$ cat src/sv/clws_pkg.sv
// Shared types, constants and lookup functions for the character LCD write sequencer.
package clws_pkg;

    localparam int MAX_DIGITS_DEF   = 16;
    localparam int LINE_COLUMNS_DEF = 40;

    localparam logic [7:0] LCD_FUNC_SET    = 8'h38;
    localparam logic [7:0] LCD_DISP_ON     = 8'h0C;
    localparam logic [7:0] LCD_ENTRY_MODE  = 8'h06;
    localparam logic [7:0] LCD_CLEAR       = 8'h01;
    localparam logic [7:0] LCD_SET_DDRAM   = 8'h80;
    localparam logic [6:0] LCD_LINE2_BASE  = 7'h40;
    localparam logic [7:0] CHAR_PLUS       = 8'h2B;
    localparam logic [7:0] CHAR_MINUS      = 8'h2D;
    localparam logic [7:0] CHAR_ZERO       = 8'h30;
    localparam logic [7:0] CHAR_HEX_ALPHA  = 8'h37;
    localparam logic [31:0] RECIP_TEN      = 32'd52429;

    typedef enum logic [2:0] {
        CMD_INIT    = 3'd0,
        CMD_CHAR_AT = 3'd1,
        CMD_APPEND  = 3'd2,
        CMD_UDEC    = 3'd3,
        CMD_SDEC    = 3'd4,
        CMD_HEX     = 3'd5,
        CMD_BIN     = 3'd6
    } cmd_t;

    typedef enum logic [2:0] {
        ST_IDLE,
        ST_CONV,
        ST_CURSOR,
        ST_SIGN,
        ST_CHAR,
        ST_DIGITS,
        ST_INIT
    } state_t;

    typedef enum logic [2:0] {
        SEL_CURSOR,
        SEL_SIGN,
        SEL_CHAR,
        SEL_DIGIT,
        SEL_INIT
    } emit_sel_t;

    typedef struct packed {
        logic      load;
        logic      conv_step;
        logic      emit;
        emit_sel_t sel;
        logic      last;
        logic      pop;
        logic      init_adv;
    } ctrl_t;

    typedef struct packed {
        logic [2:0] cmd;
        logic       conv_zero;
        logic       emit_zero;
        logic       emit_one;
        logic       init_last;
        logic       out_free;
    } status_t;

    function automatic logic [7:0] init_byte(input logic [1:0] idx);
        logic [7:0] b;
        case (idx)
            2'd0:    b = LCD_FUNC_SET;
            2'd1:    b = LCD_DISP_ON;
            2'd2:    b = LCD_ENTRY_MODE;
            default: b = LCD_CLEAR;
        endcase
        return b;
    endfunction

    function automatic logic [7:0] digit_ascii(input logic [3:0] d);
        logic [7:0] c;
        if (d < 4'd10)
        begin
            c = CHAR_ZERO + {4'd0, d};
        end
        else
        begin
            c = CHAR_HEX_ALPHA + {4'd0, d};
        end
        return c;
    endfunction

endpackage

$ cat src/sv/clws_req_if.sv
// Request channel: one display request per transfer.
interface clws_req_if;
    logic        valid;
    logic        ready;
    logic [2:0]  cmd;
    logic [1:0]  row;
    logic [5:0]  col;
    logic [15:0] value;
    logic [4:0]  digit_count;

    modport source (output valid, cmd, row, col, value, digit_count, input ready);
    modport sink   (input valid, cmd, row, col, value, digit_count, output ready);
endinterface

$ cat src/sv/clws_wr_if.sv
// Bus write channel: one LCD register write per transfer.
interface clws_wr_if;
    logic       valid;
    logic       ready;
    logic       is_data;
    logic [7:0] bus_byte;
    logic       last;

    modport source (output valid, is_data, bus_byte, last, input ready);
    modport sink   (input valid, is_data, bus_byte, last, output ready);
endinterface

$ cat src/sv/clws_ctrl.sv
// Sequencer state machine: orders conversion and bus writes for one request.
module clws_ctrl
    import clws_pkg::*;
(
    input  logic    clk,
    input  logic    rst_n,
    input  logic    req_valid,
    input  logic [2:0] req_cmd,
    input  status_t st,
    output ctrl_t   ctl,
    output logic    idle
);

    state_t state_reg;
    state_t state_next;

    always_ff @(posedge clk or negedge rst_n)
    begin
        if (!rst_n)
        begin
            state_reg <= ST_IDLE;
        end
        else
        begin
            state_reg <= state_next;
        end
    end

    // next state
    always_comb
    begin
        state_next = state_reg;
        case (state_reg)
            ST_IDLE:
            begin
                if (req_valid)
                begin
                    case (req_cmd)
                        CMD_INIT:    state_next = ST_INIT;
                        CMD_CHAR_AT: state_next = ST_CURSOR;
                        CMD_APPEND:  state_next = ST_CHAR;
                        CMD_UDEC, CMD_SDEC, CMD_HEX, CMD_BIN: state_next = ST_CONV;
                        default:     state_next = ST_IDLE;
                    endcase
                end
            end
            ST_CONV:
            begin
                if (st.conv_zero)
                begin
                    state_next = ST_CURSOR;
                end
            end
            ST_CURSOR:
            begin
                if (st.out_free)
                begin
                    case (st.cmd)
                        CMD_CHAR_AT: state_next = ST_CHAR;
                        CMD_SDEC:    state_next = ST_SIGN;
                        default:     state_next = st.emit_zero ? ST_IDLE : ST_DIGITS;
                    endcase
                end
            end
            ST_SIGN:
            begin
                if (st.out_free)
                begin
                    state_next = st.emit_zero ? ST_IDLE : ST_DIGITS;
                end
            end
            ST_CHAR:
            begin
                if (st.out_free)
                begin
                    state_next = ST_IDLE;
                end
            end
            ST_DIGITS:
            begin
                if (st.out_free && st.emit_one)
                begin
                    state_next = ST_IDLE;
                end
            end
            ST_INIT:
            begin
                if (st.out_free && st.init_last)
                begin
                    state_next = ST_IDLE;
                end
            end
            default: state_next = ST_IDLE;
        endcase
    end

    // outputs
    always_comb
    begin
        ctl  = '0;
        ctl.sel = SEL_CURSOR;
        idle = 1'b0;
        case (state_reg)
            ST_IDLE:
            begin
                idle     = 1'b1;
                ctl.load = req_valid;
            end
            ST_CONV:
            begin
                ctl.conv_step = !st.conv_zero;
            end
            ST_CURSOR:
            begin
                ctl.emit = st.out_free;
                ctl.sel  = SEL_CURSOR;
                ctl.last = (st.cmd != CMD_CHAR_AT) && (st.cmd != CMD_SDEC) && st.emit_zero;
            end
            ST_SIGN:
            begin
                ctl.emit = st.out_free;
                ctl.sel  = SEL_SIGN;
                ctl.last = st.emit_zero;
            end
            ST_CHAR:
            begin
                ctl.emit = st.out_free;
                ctl.sel  = SEL_CHAR;
                ctl.last = 1'b1;
            end
            ST_DIGITS:
            begin
                ctl.emit = st.out_free;
                ctl.pop  = st.out_free;
                ctl.sel  = SEL_DIGIT;
                ctl.last = st.emit_one;
            end
            ST_INIT:
            begin
                ctl.emit     = st.out_free;
                ctl.init_adv = st.out_free;
                ctl.sel      = SEL_INIT;
                ctl.last     = st.init_last;
            end
            default:
            begin
                idle = 1'b0;
            end
        endcase
    end

endmodule

$ cat src/sv/clws_dpath.sv
// Datapath: request capture, digit conversion, digit stack and output register.
module clws_dpath
    import clws_pkg::*;
#(
    parameter int MAX_DIGITS   = MAX_DIGITS_DEF,
    parameter int LINE_COLUMNS = LINE_COLUMNS_DEF
)
(
    input  logic        clk,
    input  logic        rst_n,
    input  ctrl_t       ctl,
    output status_t     st,
    input  logic [2:0]  req_cmd,
    input  logic [1:0]  req_row,
    input  logic [5:0]  req_col,
    input  logic [15:0] req_value,
    input  logic [4:0]  req_digit_count,
    output logic        wr_valid,
    input  logic        wr_ready,
    output logic        wr_is_data,
    output logic [7:0]  wr_bus_byte,
    output logic        wr_last
);

    localparam int CW = $clog2(MAX_DIGITS + 1);

    logic [2:0]  cmd_reg;
    logic [7:0]  cursor_reg;
    logic [7:0]  char_reg;
    logic [7:0]  sign_reg;
    logic [15:0] val_reg,  val_next;
    logic [CW-1:0] conv_left_reg, conv_left_next;
    logic [CW-1:0] emit_left_reg, emit_left_next;
    logic [1:0]  init_idx_reg, init_idx_next;
    logic [3:0]  stack_reg  [MAX_DIGITS];
    logic [3:0]  stack_next [MAX_DIGITS];
    logic        out_valid_reg, out_valid_next;
    logic        out_is_data_reg;
    logic [7:0]  out_byte_reg;
    logic        out_last_reg;

    logic [CW-1:0] cnt_in;
    logic [5:0]    col_clamped;
    logic [6:0]    ddram_addr;
    logic [15:0]   mag_in;
    logic [31:0]   prod;
    logic [12:0]   quot10;
    logic [15:0]   quot10_x10;
    logic [15:0]   dec_rem;
    logic [3:0]    digit;
    logic [15:0]   val_shifted;
    logic [7:0]    emit_byte;

    // clamp digit count and column
    always_comb
    begin
        if (req_digit_count > 5'(MAX_DIGITS))
        begin
            cnt_in = CW'(MAX_DIGITS);
        end
        else
        begin
            cnt_in = CW'(req_digit_count);
        end

        if (req_col == 6'd0)
        begin
            col_clamped = 6'd1;
        end
        else if (req_col > 6'(LINE_COLUMNS))
        begin
            col_clamped = 6'(LINE_COLUMNS);
        end
        else
        begin
            col_clamped = req_col;
        end

        ddram_addr = {1'b0, col_clamped - 6'd1} + ((req_row != 2'd1) ? LCD_LINE2_BASE : 7'd0);
        mag_in     = (req_cmd == CMD_SDEC && req_value[15]) ? (~req_value + 16'd1) : req_value;
    end

    // one digit per step: divide by ten via reciprocal, or shift for hex and binary
    always_comb
    begin
        prod       = {16'd0, val_reg} * RECIP_TEN;
        quot10     = prod[31:19];
        quot10_x10 = {quot10, 3'b000} + {2'b00, quot10, 1'b0};
        dec_rem    = val_reg - quot10_x10;
        case (cmd_reg)
            CMD_HEX:
            begin
                digit       = val_reg[3:0];
                val_shifted = {4'd0, val_reg[15:4]};
            end
            CMD_BIN:
            begin
                digit       = {3'd0, val_reg[0]};
                val_shifted = {1'b0, val_reg[15:1]};
            end
            default:
            begin
                digit       = dec_rem[3:0];
                val_shifted = {3'd0, quot10};
            end
        endcase
    end

    always_comb
    begin
        val_next       = val_reg;
        conv_left_next = conv_left_reg;
        emit_left_next = emit_left_reg;
        init_idx_next  = init_idx_reg;
        for (int i = 0; i < MAX_DIGITS; i++)
        begin
            stack_next[i] = stack_reg[i];
        end

        if (ctl.load)
        begin
            val_next       = mag_in;
            conv_left_next = cnt_in;
            emit_left_next = cnt_in;
            init_idx_next  = 2'd0;
        end
        if (ctl.conv_step)
        begin
            val_next       = val_shifted;
            conv_left_next = conv_left_reg - CW'(1);
            stack_next[0]  = digit;
            for (int i = 1; i < MAX_DIGITS; i++)
            begin
                stack_next[i] = stack_reg[i-1];
            end
        end
        if (ctl.pop)
        begin
            emit_left_next = emit_left_reg - CW'(1);
            for (int i = 0; i < MAX_DIGITS - 1; i++)
            begin
                stack_next[i] = stack_reg[i+1];
            end
            stack_next[MAX_DIGITS-1] = 4'd0;
        end
        if (ctl.init_adv)
        begin
            init_idx_next = init_idx_reg + 2'd1;
        end
    end

    always_comb
    begin
        case (ctl.sel)
            SEL_CURSOR: emit_byte = cursor_reg;
            SEL_SIGN:   emit_byte = sign_reg;
            SEL_CHAR:   emit_byte = char_reg;
            SEL_DIGIT:  emit_byte = digit_ascii(stack_reg[0]);
            SEL_INIT:   emit_byte = init_byte(init_idx_reg);
            default:    emit_byte = 8'd0;
        endcase

        if (ctl.emit)
        begin
            out_valid_next = 1'b1;
        end
        else if (wr_ready)
        begin
            out_valid_next = 1'b0;
        end
        else
        begin
            out_valid_next = out_valid_reg;
        end
    end

    always_ff @(posedge clk or negedge rst_n)
    begin
        if (!rst_n)
        begin
            conv_left_reg <= '0;
            emit_left_reg <= '0;
            init_idx_reg  <= 2'd0;
            out_valid_reg <= 1'b0;
        end
        else
        begin
            conv_left_reg <= conv_left_next;
            emit_left_reg <= emit_left_next;
            init_idx_reg  <= init_idx_next;
            out_valid_reg <= out_valid_next;
        end
    end

    always_ff @(posedge clk)
    begin
        if (ctl.load)
        begin
            cmd_reg    <= req_cmd;
            cursor_reg <= LCD_SET_DDRAM | {1'b0, ddram_addr};
            char_reg   <= req_value[7:0];
            sign_reg   <= req_value[15] ? CHAR_MINUS : CHAR_PLUS;
        end
        val_reg <= val_next;
        for (int i = 0; i < MAX_DIGITS; i++)
        begin
            stack_reg[i] <= stack_next[i];
        end
        if (ctl.emit)
        begin
            out_is_data_reg <= (ctl.sel != SEL_CURSOR) && (ctl.sel != SEL_INIT);
            out_byte_reg    <= emit_byte;
            out_last_reg    <= ctl.last;
        end
    end

    assign st.cmd       = cmd_reg;
    assign st.conv_zero = (conv_left_reg == '0);
    assign st.emit_zero = (emit_left_reg == '0);
    assign st.emit_one  = (emit_left_reg == CW'(1));
    assign st.init_last = (init_idx_reg == 2'd3);
    assign st.out_free  = !out_valid_reg || wr_ready;

    assign wr_valid    = out_valid_reg;
    assign wr_is_data  = out_is_data_reg;
    assign wr_bus_byte = out_byte_reg;
    assign wr_last     = out_last_reg;

endmodule

$ cat src/sv/char_lcd_write_sequencer_unit.sv
// Top level of the character LCD write sequencer: controller, datapath and checks.
//
//  channel | dir | transfer                       | payload
//  --------+-----+--------------------------------+----------------------------------
//  req     | in  | one display request            | cmd, row, col, value, digit_count
//  wr      | out | one LCD register write         | is_data, bus_byte, last
//
// A request is taken only when the sequencer is idle. Numeric requests first
// run the digit loop, one digit per cycle (divide by ten through a reciprocal
// multiply, or a shift for hex and binary), then emit one write per cycle.
// A signed request adds a sign write after the cursor; init writes four
// commands, char-at-position a cursor and a character, append one character.
// The single output register sets the write rate: a stall on wr holds the
// sequence where it stands.
// The next request is taken while its predecessor's last write still waits.
// Reset clears the state machine, counters and the output valid flag.
module char_lcd_write_sequencer_unit
    import clws_pkg::*;
#(
    parameter int MAX_DIGITS   = MAX_DIGITS_DEF,
    parameter int LINE_COLUMNS = LINE_COLUMNS_DEF
)
(
    input logic       clk,
    input logic       rst_n,
    clws_req_if.sink  req,
    clws_wr_if.source wr
);

    ctrl_t   ctl;
    status_t st;
    logic    idle;

    // controller sees the request handshake and command; everything else is status
    clws_ctrl u_ctrl (
        .clk       (clk),
        .rst_n     (rst_n),
        .req_valid (req.valid),
        .req_cmd   (req.cmd),
        .st        (st),
        .ctl       (ctl),
        .idle      (idle)
    );

    clws_dpath #(
        .MAX_DIGITS   (MAX_DIGITS),
        .LINE_COLUMNS (LINE_COLUMNS)
    ) u_dpath (
        .clk             (clk),
        .rst_n           (rst_n),
        .ctl             (ctl),
        .st              (st),
        .req_cmd         (req.cmd),
        .req_row         (req.row),
        .req_col         (req.col),
        .req_value       (req.value),
        .req_digit_count (req.digit_count),
        .wr_valid        (wr.valid),
        .wr_ready        (wr.ready),
        .wr_is_data      (wr.is_data),
        .wr_bus_byte     (wr.bus_byte),
        .wr_last         (wr.last)
    );

    // accept a request only while idle
    assign req.ready = idle;

    // the final write of a request returns the sequencer to idle
    a_last_to_idle: assert property (@(posedge clk) disable iff (!rst_n)
        ctl.emit && ctl.last |=> req.ready)
        else $error("sequencer not idle after final write");

    // digits pop only after conversion finished and while some remain
    a_pop_valid: assert property (@(posedge clk) disable iff (!rst_n)
        ctl.pop |-> (st.conv_zero && !st.emit_zero))
        else $error("digit pop out of order");

    // conversion steps only while digits remain, no request is taken and no write is emitted
    a_conv_valid: assert property (@(posedge clk) disable iff (!rst_n)
        ctl.conv_step |-> (!st.conv_zero && !req.ready && !ctl.emit))
        else $error("conversion step out of order");

endmodule
$ cat src/flat_wrapper.sv
// flat-port wrapper written by rule: the top's interface ports become plain ports
module char_lcd_write_sequencer_unit_flat import clws_pkg::*;
#(
    parameter int MAX_DIGITS   = MAX_DIGITS_DEF,
    parameter int LINE_COLUMNS = LINE_COLUMNS_DEF
)
  (clk, rst_n, req_valid, req_cmd, req_row, req_col, req_value, req_digit_count, req_ready, wr_valid, wr_is_data, wr_bus_byte, wr_last, wr_ready);
  clws_req_if req_i ();
  clws_wr_if wr_i ();
  input logic clk;
  input logic rst_n;
  input wire logic [$bits(req_i.valid)-1:0] req_valid;
  input wire logic [$bits(req_i.cmd)-1:0] req_cmd;
  input wire logic [$bits(req_i.row)-1:0] req_row;
  input wire logic [$bits(req_i.col)-1:0] req_col;
  input wire logic [$bits(req_i.value)-1:0] req_value;
  input wire logic [$bits(req_i.digit_count)-1:0] req_digit_count;
  output wire logic [$bits(req_i.ready)-1:0] req_ready;
  output wire logic [$bits(wr_i.valid)-1:0] wr_valid;
  output wire logic [$bits(wr_i.is_data)-1:0] wr_is_data;
  output wire logic [$bits(wr_i.bus_byte)-1:0] wr_bus_byte;
  output wire logic [$bits(wr_i.last)-1:0] wr_last;
  input wire logic [$bits(wr_i.ready)-1:0] wr_ready;
  assign req_i.valid = req_valid;
  assign req_i.cmd = req_cmd;
  assign req_i.row = req_row;
  assign req_i.col = req_col;
  assign req_i.value = req_value;
  assign req_i.digit_count = req_digit_count;
  assign req_ready = req_i.ready;
  assign wr_valid = wr_i.valid;
  assign wr_is_data = wr_i.is_data;
  assign wr_bus_byte = wr_i.bus_byte;
  assign wr_last = wr_i.last;
  assign wr_i.ready = wr_ready;
  char_lcd_write_sequencer_unit #(.MAX_DIGITS(MAX_DIGITS), .LINE_COLUMNS(LINE_COLUMNS)) u_core (.clk(clk), .rst_n(rst_n), .req(req_i), .wr(wr_i));
endmodule
$ cat config.mk
export PLATFORM = sky130hd
export DESIGN_NAME = char_lcd_write_sequencer_unit_flat
export DESIGN_NICKNAME = d
export VERILOG_FILES = /design/src/sv/clws_pkg.sv /design/src/sv/clws_req_if.sv /design/src/sv/clws_wr_if.sv /design/src/sv/clws_ctrl.sv /design/src/sv/clws_dpath.sv /design/src/sv/char_lcd_write_sequencer_unit.sv /design/src/flat_wrapper.sv
export SDC_FILE = /design/constraint.sdc
export NUM_CORES = 1
export LEC_CHECK = 0
export ABC_AREA = 1
export ABC_CLOCK_PERIOD_IN_PS = 7600
export BUFFER_PORTS_ARGS = -buffer_cell sky130_fd_sc_hd__buf_2
export CORE_UTILIZATION = 64
export DETAILED_ROUTE_END_ITERATION = 16
export PLACE_DENSITY = 0.82
export SETUP_SLACK_MARGIN = 0.3
export SYNTH_ARGS = -nofsm -noshare
export SYNTH_HDL_FRONTEND = slang
export SYNTH_SLANG_ARGS = --single-unit
$ cat constraint.sdc
create_clock -name clk -period 7.6 [get_ports clk]
set_input_delay 1.14 -clock clk [delete_from_list [all_inputs] [get_ports clk]]
set_output_delay 1.14 -clock clk [all_outputs]
set_load 0.05 [all_outputs]
==> results.md, run 1 <==
- Outcome: finished clean
- EDFF count, synth: 106
- TritonRoute pass-1 iters: 5
- Total CTS buffers: 17
- Total negative slack: 0 ps
- Final-stage net count: 1553
- Final Instance Area: 12500 um^2
- Synth Warn #: 0
- Fmax: 160 MHz
- Critical path data arrival time: 6410 ps
- # IOs: 48
- Final HPWL DP: 21900 um
- CORE AREA: 17400 um^2
- Clock buffer depth: 2
- Hold_buf cts: 0
- Syn Nets: 1504
- Total of max-cap violations: 0
- Period minus WS final: 6240 ps
- WL/cell: 18.3 um
- FF+latch count, synth: 126
- Starting Density: 0.659
- Diode count: 0
- Hold Crit Class: reg -> reg
- Tightest Pin Transition: 1160 ps
- Post-synth top area cell: edfxtp_1
- Setup WS pre-CTS: 1470 ps
- CTS root buf: clkbuf_16
- Final ANT Viol Nets: 0
- Final core occ: 0.717
- Slew HR: 0.224
- Slowest stage cell, crit path: fa_1
- Antenna violations before repair: 0
- # fillers: 1303
- Htree depth: 4
- Die W: 136 um
- Vias in the first global route: 8574
- Storage cell area: 3660 um^2
- Crit. End Element: flop
- First-pass GRT wire length: 44000 um
- Area grow syn2layout: 8.87%
- Startpoint types: flop
- Setup Buffers After CTS: 0
- Final period util: 0.821
- Drt initial violations: 675
- Ys async rst share: 0.127
- Fin. max-slew vios: 0
- Final setup vio count: 0
- Resized cells post-CTS: 0
- Max reg flops: 64
- Largest net degree at the start of global routing: 70
- Clock transition at path regs: 70 ps
- WL final: 27900 um
- Post-Syn Area: 11400 um^2
- Multi-input logic area: 6420 um^2
- Ratio of cells with drive above 1 in the final layout: 0.105
- GRT Total Usage: 0.320
- Die Area: 18400 um^2
- RSZ-0062 raised after global routing: false
- Port Buffers: 47
- RD Place Congestion: 0.991
- Die Y-Extent: 136 um
- Worst EP required: 7770 ps
- Final clock skew: 14.1 ps
- Cells after synthesis: 1243
- # DRC: 0
- CTS sink cnt: 126
- Synth unique cells: 52
- Synth area leaders: edfxtp_1 (28%), ha_1 (16%), fa_1 (14%)
- Sequential-to-total area share from yosys stat: 0.320
- Final hold vios: 0
- Critical Path Fanout Max: 7
- GRT overflow: 0
- Ys flop type: edfxtp_1
- Top-area cell type share of the netlist area: 0.278
- Post-DP Area: 11900 um^2
- Clk_lat worst skew: 430 ps
- CTS tree: yes
- Final worst setup slack: 1360 ps
- Top cells by count, synth: inv_1 (317), ha_1 (145), nand2_1 (143)
- Most frequent cell after synthesis: inv_1
- Post-Syn Area per Cell: 9.20 um^2
- Max stage delay on crit path: 540 ps
- Crit path kind: reg -> reg
- Drt via density: 5.74
- FP Rows: 48
- Routed vias: 8778
- Reg2reg setup slack: 1360 ps
## cell usage in the layout, fill, tap and decap left out, types with 6 or more instances in the layout
cell type,instances
inv_6,6
nand2_1,142
a21o_1,8
a21oi_1,55
ha_1,145
buf_2,47
a31oi_1,6
inv_2,9
dfrtp_1,16
xor2_1,12
nand2_2,10
o21ai_0,46
inv_1,317
xnor2_1,7
o211ai_1,12
nor2_1,54
nor3_1,15
fa_1,80
o22ai_2,11
o22ai_1,62
nor2_2,6
nand3_1,37
edfxtp_1,106
o21ai_1,9
nand4_1,7
clkbuf_16,17
## final timing paths
path | from | end | cells past startpoint
worst max register to register | u_core.u_dpath.val_reg[4] | u_core.u_dpath.stack_reg[0][3] | 28
max in group asynchronous | rst_n | u_core.u_dpath.conv_left_reg[4] | 1
worst min-delay path | u_core.u_dpath.stack_reg[1][31] | u_core.u_dpath.stack_reg[1][31] | 2
min in group asynchronous | rst_n | u_core.u_dpath.wr_valid | 1
worst max-delay path | u_core.u_dpath.val_reg[4] | u_core.u_dpath.stack_reg[0][3] | 28
worst min register to register | u_core.u_dpath.stack_reg[1][31] | u_core.u_dpath.stack_reg[1][31] | 2
## per-layer routing
metal | vias up | GRT usage | part of all wire | routed length [um]
li1 | 4197 | - | - | -
met1 | 4216 | 0.417 | 0.42 | 11800
met2 | 297 | 0.532 | 0.48 | 13500
met3 | 68 | 0.0434 | 0.056 | 1550
met4 | 0 | 0.142 | 0.039 | 1100
met5 | - | 0 | 0 | 0
## worst max-delay path: cells and delay by family (launching register included)
kind                       cells  cell delay [ps]
buffers and inverters          6              340
DFF                            1              530
and+or+nand+nor               11              960
adders and majority gates      8             3620
AOI/OAI and AO/OA              1              220
xor gates and xnor gates       2              320
## area by class of cell
| type | count | area share |
|---|---|---|
| multi-input cells | 771 | 0.516 |
| flip-flops and latches | 126 | 0.294 |
| inverters | 326 | 0.0983 |
| clock buffers | 17 | 0.0342 |
| well taps | 225 | 0.0226 |
| repair buffers | 50 | 0.0207 |
| clock inverters | 15 | 0.0141 |
## kinds of logic after synthesis
family,synth area share
AOI/OAI and AO/OA,0.130
xor gates and xnor gates,0.0160
adders and majority gates,0.299
buffers and inverters,0.118
DFF,0.320
and+or+nand+nor,0.117
## through the flow
stage	std cells	hold slack, ps
detailed placement	1498	469
global route	1530	515
CTS	1530	477
global placement	1498	461
floorplan	1243	450
finish	1530	484
Power of run 1 is left out: the tool's default activity adds up to more than one toggle a clock period on the data nets, which glitch-free logic cannot reach.
==> run 2, diff against run 1 <==
--- a/config.mk
+++ b/config.mk
@@ -6,7 +6,7 @@
 export NUM_CORES = 1
 export LEC_CHECK = 0
 export ABC_AREA = 1
-export ABC_CLOCK_PERIOD_IN_PS = 7600
+export ABC_CLOCK_PERIOD_IN_PS = 5830
 export BUFFER_PORTS_ARGS = -buffer_cell sky130_fd_sc_hd__buf_2
 export CORE_UTILIZATION = 64
 export DETAILED_ROUTE_END_ITERATION = 16
==> constraint.sdc (replaced) <==
create_clock -name clk -period 5.83 [get_ports clk]
set_input_delay 0.8745 -clock clk [delete_from_list [all_inputs] [get_ports clk]]
set_output_delay 0.8745 -clock clk [all_outputs]
set_load 0.05 [all_outputs]
==> run 2 against run 1 <==
  * Wire length is 6.4% higher
  * Register-to-register slack worse by 1600 ps
  * Global-route usage rose by 0.66 points
  * Critical path depth shrank 1
  * The run now ends with setup timing left
  * Clock skew down 4.0 ps
  * Via count up 5.4%
  * Sequential share of layout area down 2.1 points
  * Design area grew 7.9%
  * Maximum frequency rose by 3.0%
==> results.md, run 2 (synthesis gave the netlist of run 1 again) <==
- Final HPWL DP: 22100 um
- Final-stage net count: 1617
- Crit Reg-Reg Endpoint: u_core.u_dpath.stack_reg[0][3]
- Crit. End Element: flop
- Max reg flops: 64
- Starting Density: 0.659
- Antenna violations before repair: 0
- Worst r2r src: u_core.u_dpath.val_reg[9]
- Clk_lat worst skew: 440 ps
- Final worst setup slack: -227 ps
- Final period util: 1.04
- CP Launch Point: u_core.u_dpath.val_reg[9]
- Die Area: 18400 um^2
- RD Place Congestion: 0.946
- Slew HR: 0.171
- RSZ-0062 raised after global routing: true
- Clock transition at path regs: 70 ps
- CORE AREA: 17400 um^2
- Final hold vios: 0
- Final ANT Viol Nets: 0
- Most frequent cells in the layout: inv_1 (305), nand2_1 (134), ha_1 (125)
- Largest net degree at the start of global routing: 82
- TritonRoute pass-1 iters: 5
- Htree depth: 4
- Placed Cells: 1530
- Final setup vio count: 1
- Slowest stage cell, crit path: fa_1
- Max stage delay on crit path: 550 ps
- Period minus WS final: 6060 ps
- WL final: 29700 um
- Tightest Pin Transition: 1240 ps
- Reg2reg setup slack: -230 ps
- Total CTS buffers: 17
- Post-Layout Cell Count: 1594
- Ratio of cells with drive above 1 in the final layout: 0.198
- Reg2reg path depth: 27
- Hold Crit Class: in -> async
- Startpoint types: flop
- Outcome: complete, but fails checks
- Port Buffers: 47
- # DRC: 0
- Final core occ: 0.774
- Drt via density: 5.81
- Die Y-Extent: 136 um
- GRT Total Usage: 0.327
- CTS sink cnt: 126
- Failing checks: setup timing
- Clock buffer depth: 2
- Routed vias: 9255
- GRT overflow: 0
- Final clock skew: 10.1 ps
- Die W: 136 um
- First-pass GRT wire length: 45000 um
- Vias in the first global route: 8779
- CTS root buf: clkbuf_16
- # IOs: 48
- CTS tree: yes
- Fmax: 165 MHz
- Area grow syn2layout: 17.4%
- Diode count: 0
- Fin. max-slew vios: 0
- Critical Path Fanout Max: 4
- WL/cell: 18.7 um
- Commonest non-fill, non-tap cell in the layout: inv_1
- FP Rows: 48
- Drt initial violations: 864
- Final hold slack: 353 ps
- Worst EP required: 6010 ps
- Critical path data arrival time: 6240 ps
- Total of max-cap violations: 0
- Crit path kind: reg -> reg
-- run 2: cell count changes in the layout (fill, tap and decap cells not counted), sizes merged --
cell,before,now
clkinv,2,5
inv,334,335
buf,50,114
clkinvlp,3,1
bufinv,2,0
-- run 2: repair_timing --
action | 4_1_cts | 5_1_grt
setup endpoints to repair | 6 | 14
buffers inserted | 23 | 9
hold buffers | 0 | 0
gates resized for setup | 28 | 54
pin swaps | 36 | 30
hold endpoints to repair | 0 | 0
-- run 2: stage by stage --
| step | cell area [um^2] | worst slack (ps) | TNS, ps |
|---|---|---|---|
| 6_report | 13400 | -227 | -227 |
| 3_3_place_gp | 12200 | 85.5 | 0 |
| 5_1_grt | 13400 | -337 | -461 |
| 4_1_cts | 13100 | 92.1 | 0 |
| 3_5_place_dp | 12200 | -95.2 | -95.2 |
| 2_1_floorplan | 11600 | 315 | 0 |
-- run 2: routing by layer --
layer | vias to the layer above | track usage | routed length, um
met5 | - | 0 | 0
met4 | 0 | 0.129 | 1030
met3 | 60 | 0.0498 | 1830
met2 | 384 | 0.516 | 14100
met1 | 4478 | 0.452 | 12800
li1 | 4333 | - | -
-- run 2: layout make-up --
type                    instances  area (um^2)
multi-input cells             771         6920
well taps                     225          282
inverters                     326         1230
flip-flops and latches        126         3660
clock buffers                  17          425
fillers                      1129         3930
clock inverters                15          168
repair buffers                114          749
-- run 2: worst max path at each step --
stage | end | slack, ps
finish | u_core.u_dpath.stack_reg[0][3] | -230
global route | u_core.u_dpath.stack_reg[0][3] | -340
CTS | u_core.u_dpath.stack_reg[0][3] | 90
detailed placement | u_core.u_dpath.stack_reg[0][3] | -100
global placement | u_core.u_dpath.stack_reg[0][3] | 90
floorplan | u_core.u_dpath.stack_reg[0][3] | 310
-- run 2: worst max-delay path, delay by kind of cell, from the launching register on --
kind | cells | cell delay (ps)
adders and majority gates | 8 | 3070
and+or+nand+nor | 7 | 800
AOI/OAI and AO/OA | 4 | 680
DFF | 1 | 440
buffers and inverters | 6 | 440
xor gates and xnor gates | 2 | 370
Power of run 2 is left out for the same reason.
